===== src/rtl/core/sbd_pkg.sv =====
`timescale 1ns / 1ps
// ----------------------------------------------------------------------------
// sbd_pkg: shared types and constants of the squeeze band detector
// Holds the register map, result codes, controller phases and the command
// and status structs between the controller and the datapath.
// ----------------------------------------------------------------------------
package sbd_pkg;

  localparam int WINDOW_DEPTH_DEF  = 64;
  localparam int PRICE_BITS_DEF    = 24;
  localparam int FRACTION_BITS_DEF = 8;

  localparam int LEN_W      = 7;
  localparam int MULT_W     = 4;
  localparam int CFG_IDX_W  = 3;
  localparam int CFG_DATA_W = 7;
  localparam int CODE_W     = 2;

  localparam logic [LEN_W-1:0]  RST_BB_WINDOW      = 7'd20;
  localparam logic [MULT_W-1:0] RST_BB_MULT        = 4'd2;
  localparam logic [LEN_W-1:0]  RST_KC_WINDOW      = 7'd20;
  localparam logic [MULT_W-1:0] RST_KC_MULT        = 4'd1;
  localparam logic              RST_USE_TRUE_RANGE = 1'b1;

  typedef enum logic [CFG_IDX_W-1:0] {
    REG_BB_WINDOW      = 3'd0,
    REG_BB_MULT        = 3'd1,
    REG_KC_WINDOW      = 3'd2,
    REG_KC_MULT        = 3'd3,
    REG_USE_TRUE_RANGE = 3'd4
  } sbd_reg_e;

  typedef enum logic [CODE_W-1:0] {
    SQZ_NONE     = 2'd0,
    SQZ_ON       = 2'd1,
    SQZ_RELEASED = 2'd2
  } sbd_code_e;

  typedef enum logic [3:0] {
    PH_IDLE,
    PH_PREP,
    PH_SUM,
    PH_MULA,
    PH_MULB,
    PH_SQRT,
    PH_DIVBD,
    PH_DIVBM,
    PH_DIVKM,
    PH_DIVKD,
    PH_CMP,
    PH_DONE
  } sbd_state_e;

  typedef struct packed {
    logic [LEN_W-1:0]  bb_window;
    logic [MULT_W-1:0] bb_mult;
    logic [LEN_W-1:0]  kc_window;
    logic [MULT_W-1:0] kc_mult;
    logic              use_true_range;
  } sbd_cfg_t;

  typedef struct packed {
    sbd_state_e phase;
    logic       init;
    logic       accept;
  } sbd_cmd_t;

  typedef struct packed {
    logic      done;
    logic      ready;
    sbd_code_e code;
  } sbd_stat_t;

endpackage


===== src/rtl/core/sbd_ctrl.sv =====
`timescale 1ns / 1ps
// ----------------------------------------------------------------------------
// sbd_ctrl: phase sequencer of the squeeze band detector
// Steps a ready candle through sweep, multiply, root, divide and compare.
// ----------------------------------------------------------------------------
module sbd_ctrl import sbd_pkg::*; (
  input  logic      clk_i,
  input  logic      rst_ni,
  input  logic      in_valid_i,
  input  logic      out_free_i,
  input  sbd_stat_t stat_i,
  output logic      in_stall_o,
  output logic      deliver_o,
  output sbd_cmd_t  cmd_o
);

  sbd_state_e state_q, state_d;
  logic       first_q, first_d;
  logic       step_done;

  assign step_done = !first_q && stat_i.done;

  always_comb begin
    state_d = state_q;
    case (state_q)
      PH_IDLE:  if (in_valid_i) state_d = PH_PREP;
      PH_PREP:  state_d = stat_i.ready ? PH_SUM : PH_DONE;
      PH_SUM:   if (step_done) state_d = PH_MULA;
      PH_MULA:  if (step_done) state_d = PH_MULB;
      PH_MULB:  if (step_done) state_d = PH_SQRT;
      PH_SQRT:  if (step_done) state_d = PH_DIVBD;
      PH_DIVBD: if (step_done) state_d = PH_DIVBM;
      PH_DIVBM: if (step_done) state_d = PH_DIVKM;
      PH_DIVKM: if (step_done) state_d = PH_DIVKD;
      PH_DIVKD: if (step_done) state_d = PH_CMP;
      PH_CMP:   state_d = PH_DONE;
      PH_DONE:  if (out_free_i) state_d = PH_IDLE;
      default:  state_d = PH_IDLE;
    endcase
  end

  assign first_d = (state_d != state_q);

  always_comb begin
    cmd_o.phase  = state_q;
    cmd_o.init   = first_q;
    cmd_o.accept = (state_q == PH_IDLE) && in_valid_i;
    in_stall_o   = (state_q != PH_IDLE);
    deliver_o    = (state_q == PH_DONE) && out_free_i;
  end

  always_ff @(posedge clk_i or negedge rst_ni) begin
    if (!rst_ni) begin
      state_q <= PH_IDLE;
      first_q <= 1'b0;
    end else begin
      state_q <= state_d;
      first_q <= first_d;
    end
  end

endmodule


===== config.mk =====
export PLATFORM = sky130hd
export DESIGN_NAME = sbd_ctrl
export DESIGN_NICKNAME = d
export VERILOG_FILES = /design/src/rtl/core/sbd_pkg.sv /design/src/rtl/core/sbd_ctrl.sv
export SDC_FILE = /design/constraint.sdc
export NUM_CORES = 1
export LEC_CHECK = 0
export BUFFER_PORTS_ARGS = -buffer_cell sky130_fd_sc_hd__buf_2
export CORE_AREA = 2 2 39 41
export DETAILED_ROUTE_END_ITERATION = 10
export DIE_AREA = 0 0 41 43
export HOLD_SLACK_MARGIN = 0.06
export SLEW_MARGIN = 25
export SYNTH_ARGS = -nofsm -noshare
export SYNTH_HDL_FRONTEND = slang
export SYNTH_SLANG_ARGS = --single-unit

===== constraint.sdc =====
create_clock -name clk_i -period 3.56 [get_ports clk_i]
set_clock_uncertainty 0.15 [all_clocks]
set_input_delay 0.356 -clock clk_i [delete_from_list [all_inputs] [get_ports clk_i]]
set_output_delay 0.356 -clock clk_i [all_outputs]
set_load 0.01 [all_outputs]

==> metrics.log <==
INFO  metric design_power_total = 442 µW
INFO  metric crit_chain = nor4_2 -> nand2_1 -> inv_1 -> buf_2
INFO  metric ios = 16
INFO  metric synth_top_area_cell = dfrtp_1
INFO  metric layout-area-overhead-vs-synth = 15.9%
INFO  metric power_per_cell_area = 898 nW/µm²
INFO  metric period_share = 55.7%
INFO  metric postSynthAreaPerCell = 8.86 µm²
INFO  metric post-dp-hpwl = 607 µm
INFO  metric timing.final.crit_period = 1.98 ns
INFO  metric clk_pin_slew_worst_paths = 0.04 ns
INFO  metric timing.critical_path.from_type = flip-flop
INFO  metric holdCritPathClass = input pin to flip-flop
INFO  metric design.final.nets = 69
INFO  metric placed_area = 457 µm²
INFO  metric antenna_left = 0
INFO  metric critical_path.max_stage_delay = 0.56 ns
INFO  metric synthTopCellsByArea = dfrtp_1 29%, buf_6 7.9%, nor4b_4 5.6%
INFO  metric numCtsBuffers = 3
INFO  metric placed_cells_incl_taps = 71
INFO  metric tritoncts = built
INFO  metric fin_worst_hold_slack = 0.245 ns
INFO  metric gr-total-overflow = 0
INFO  metric first_global_vias = 301
INFO  metric route.final.wire_length = 809 µm
INFO  metric synthFlopType = dfrtp_1
INFO  metric synth-seq-area-share = 29.4%
INFO  metric finalSetupViolations = 0
INFO  metric synth-warning-count = 0
INFO  metric run_status = complete, no violations
INFO  metric final_std_cell_area_no_fill = 493 µm²
INFO  metric layout.filler_cells = 147
INFO  metric die_outline_area = 1760 µm²
INFO  metric synth_top_area_share = 29.4%
INFO  metric worst_slew_margin_relative_to_its_limit = 64.3%
INFO  metric setup_tns_after_final_layout = 0 ns
INFO  metric critPathArrivalTime = 1.48 ns
INFO  metric cpMaxStageDelayCell = dfrtp_1
INFO  metric fin_ws = 1.58 ns
INFO  metric post_drt_via_cell_ratio = 4.89
INFO  metric antenna-diode-count = 0
INFO  metric layoutNonFillerInstCount = 76
INFO  metric utilization = 35.6%
INFO  metric die-width = 41 µm
INFO  metric synthesis.area = 425 µm²
INFO  metric global_route.usage.total = 10.8%
INFO  metric htree_num_levels = 1
INFO  metric ctsLongestPathBuffers = 2
INFO  metric ys_seq_elements = 5
INFO  metric detail_route.drc_violations = 0
INFO  metric synth.net_count = 56
INFO  metric max-cap-violations = 0
INFO  metric path_class = flip-flop to primary output
INFO  metric drt_iter0_markers = 5
INFO  metric coreArea = 1380 µm²
INFO  metric drive_above_1_share = 33.3%
INFO  metric drt-wirelength-per-cell = 10.6 µm
INFO  metric synth_common_cells = 5 x dfrtp_1, 5 x nand2_1, 4 x a21oi_1
INFO  metric synth-edff-count = 0
INFO  metric worst-path-max-fanout = 16
INFO  metric total_via_count_in_the_routed_design = 372
INFO  metric ir_drop = 0.000373 V
INFO  metric vertical_die_dimension = 43 µm
INFO  metric placement.io_buffers = 13
INFO  metric insertion_delay_of_the_later_clocked_pin_in_the_worst_skew_pair = 0.24 ns
INFO  metric place_worst_setup_slack = 1.83 ns
INFO  metric synthDistinctLibCells = 27
INFO  metric postCtsSetupBuffers = 0
INFO  metric antenna_found_initial = 0
INFO  metric async_flop_share = 100%
INFO  metric clock_sink_count = 5
INFO  metric synthesis.instances = 48
INFO  metric grt_setup_unrepaired = false
INFO  metric starting_density_of_the_core = 30.7%
INFO  metric critPathCaptureType = primary output
INFO  metric routability_congestion = 0.723
INFO  metric hold_violation_total_from_the_final_report = 0
INFO  metric required = 3.05 ns
INFO  metric cts_root_buffer = clkbuf_4
INFO  metric grt_pass1_wl = 1290 µm
INFO  metric tightest_slew = 0.535 ns
INFO  metric total_leakage_power = 0.235 nW
INFO  metric drt_pre_antenna_iters = 4
INFO  metric timing_max_transition_violations_final = 0
INFO  metric largest_net_degree_at_the_start_of_global_routing = 17
INFO  metric row_cnt = 14
INFO  metric maxClockFrequency = 0.505 GHz
[per-layer routing]
layer / vias to the layer above / share of wire (%) / wire length (µm) / global-route usage (%)
met2: 18 / 46 / 370 / 13.8
met1: 165 / 43 / 351 / 15.6
met5: - / 0 / 0 / 0
met4: 0 / 0 / 0 / 2.00
li1: 189 / - / - / -
met3: 0 / 11 / 86 / 6.28
[worst paths after layout]
path	to	startpoint	depth (start not counted)	slack (ns)
setup / recovery	cmd_o[0]	state_q[3]	4	1.58
hold / removal	state_q[0]	in_valid_i	3	0.24
setup reg to reg	first_q	state_q[3]	4	1.88
hold reg to reg	state_q[1]	first_q	3	0.52
max in group asynchronous	first_q	rst_ni	2	2.82
min in group asynchronous	state_q[1]	rst_ni	2	0.31
[placed cells by master (no fill, tap or decap), types with 2 or more instances in the layout]
| master | count |
|---|---|
| inv_1 | 3 |
| buf_2 | 13 |
| nand2b_1 | 2 |
| a21oi_1 | 4 |
| clkbuf_4 | 3 |
| nand2_1 | 5 |
| xnor2_1 | 2 |
| nand3_1 | 2 |
| nor2_1 | 3 |
| dfrtp_1 | 5 |
[final cells by class]
| class | count | area [µm²] | area share [%] |
|---|---|---|---|
| Inverter | 3 | 11.3 | 2.28 |
| Sequential cell | 5 | 125 | 25.4 |
| Timing Repair Buffer | 14 | 75.1 | 15.2 |
| Tap cell | 16 | 20.0 | 4.06 |
| Clock buffer | 4 | 26.3 | 5.33 |
| Multi-Input combinational cell | 34 | 235 | 47.7 |
[power breakdown]
group	switching [mW]	total, mW	internal [mW]
clock network	0.0224	0.0648	0.0423
logic	0.100	0.214	0.114
registers	0.0797	0.164	0.0841
[critical path: cells and delay by family (launching register included)]
kind,cells,cell delay [ns]
flops,1,0.56
simple gates,2,0.49
buf+inv,2,0.18
[kinds of logic (layout without fill, tap and decap cells)]
| family | after synthesis | count (layout) | share of synthesized area [%] |
|---|---|---|---|
| mux | 1 | 1 | 2.35 |
| compound gates | 12 | 12 | 20.0 |
| simple gates | 18 | 18 | 26.8 |
| xor+xnor | 3 | 3 | 6.18 |
| buf+inv | 9 | 21 | 15.3 |
| flops | 5 | 5 | 29.4 |
[registers in the layout, summed over array words and instances, names as in the netlist]
signal,flops
state_q,4
first_q,1
[what timing repair did]
action                    CTS  global route
gates resized for setup     0             0
hold buffers                1             0
hold endpoints to repair    5             0
(Power assumes the default switching activity.)
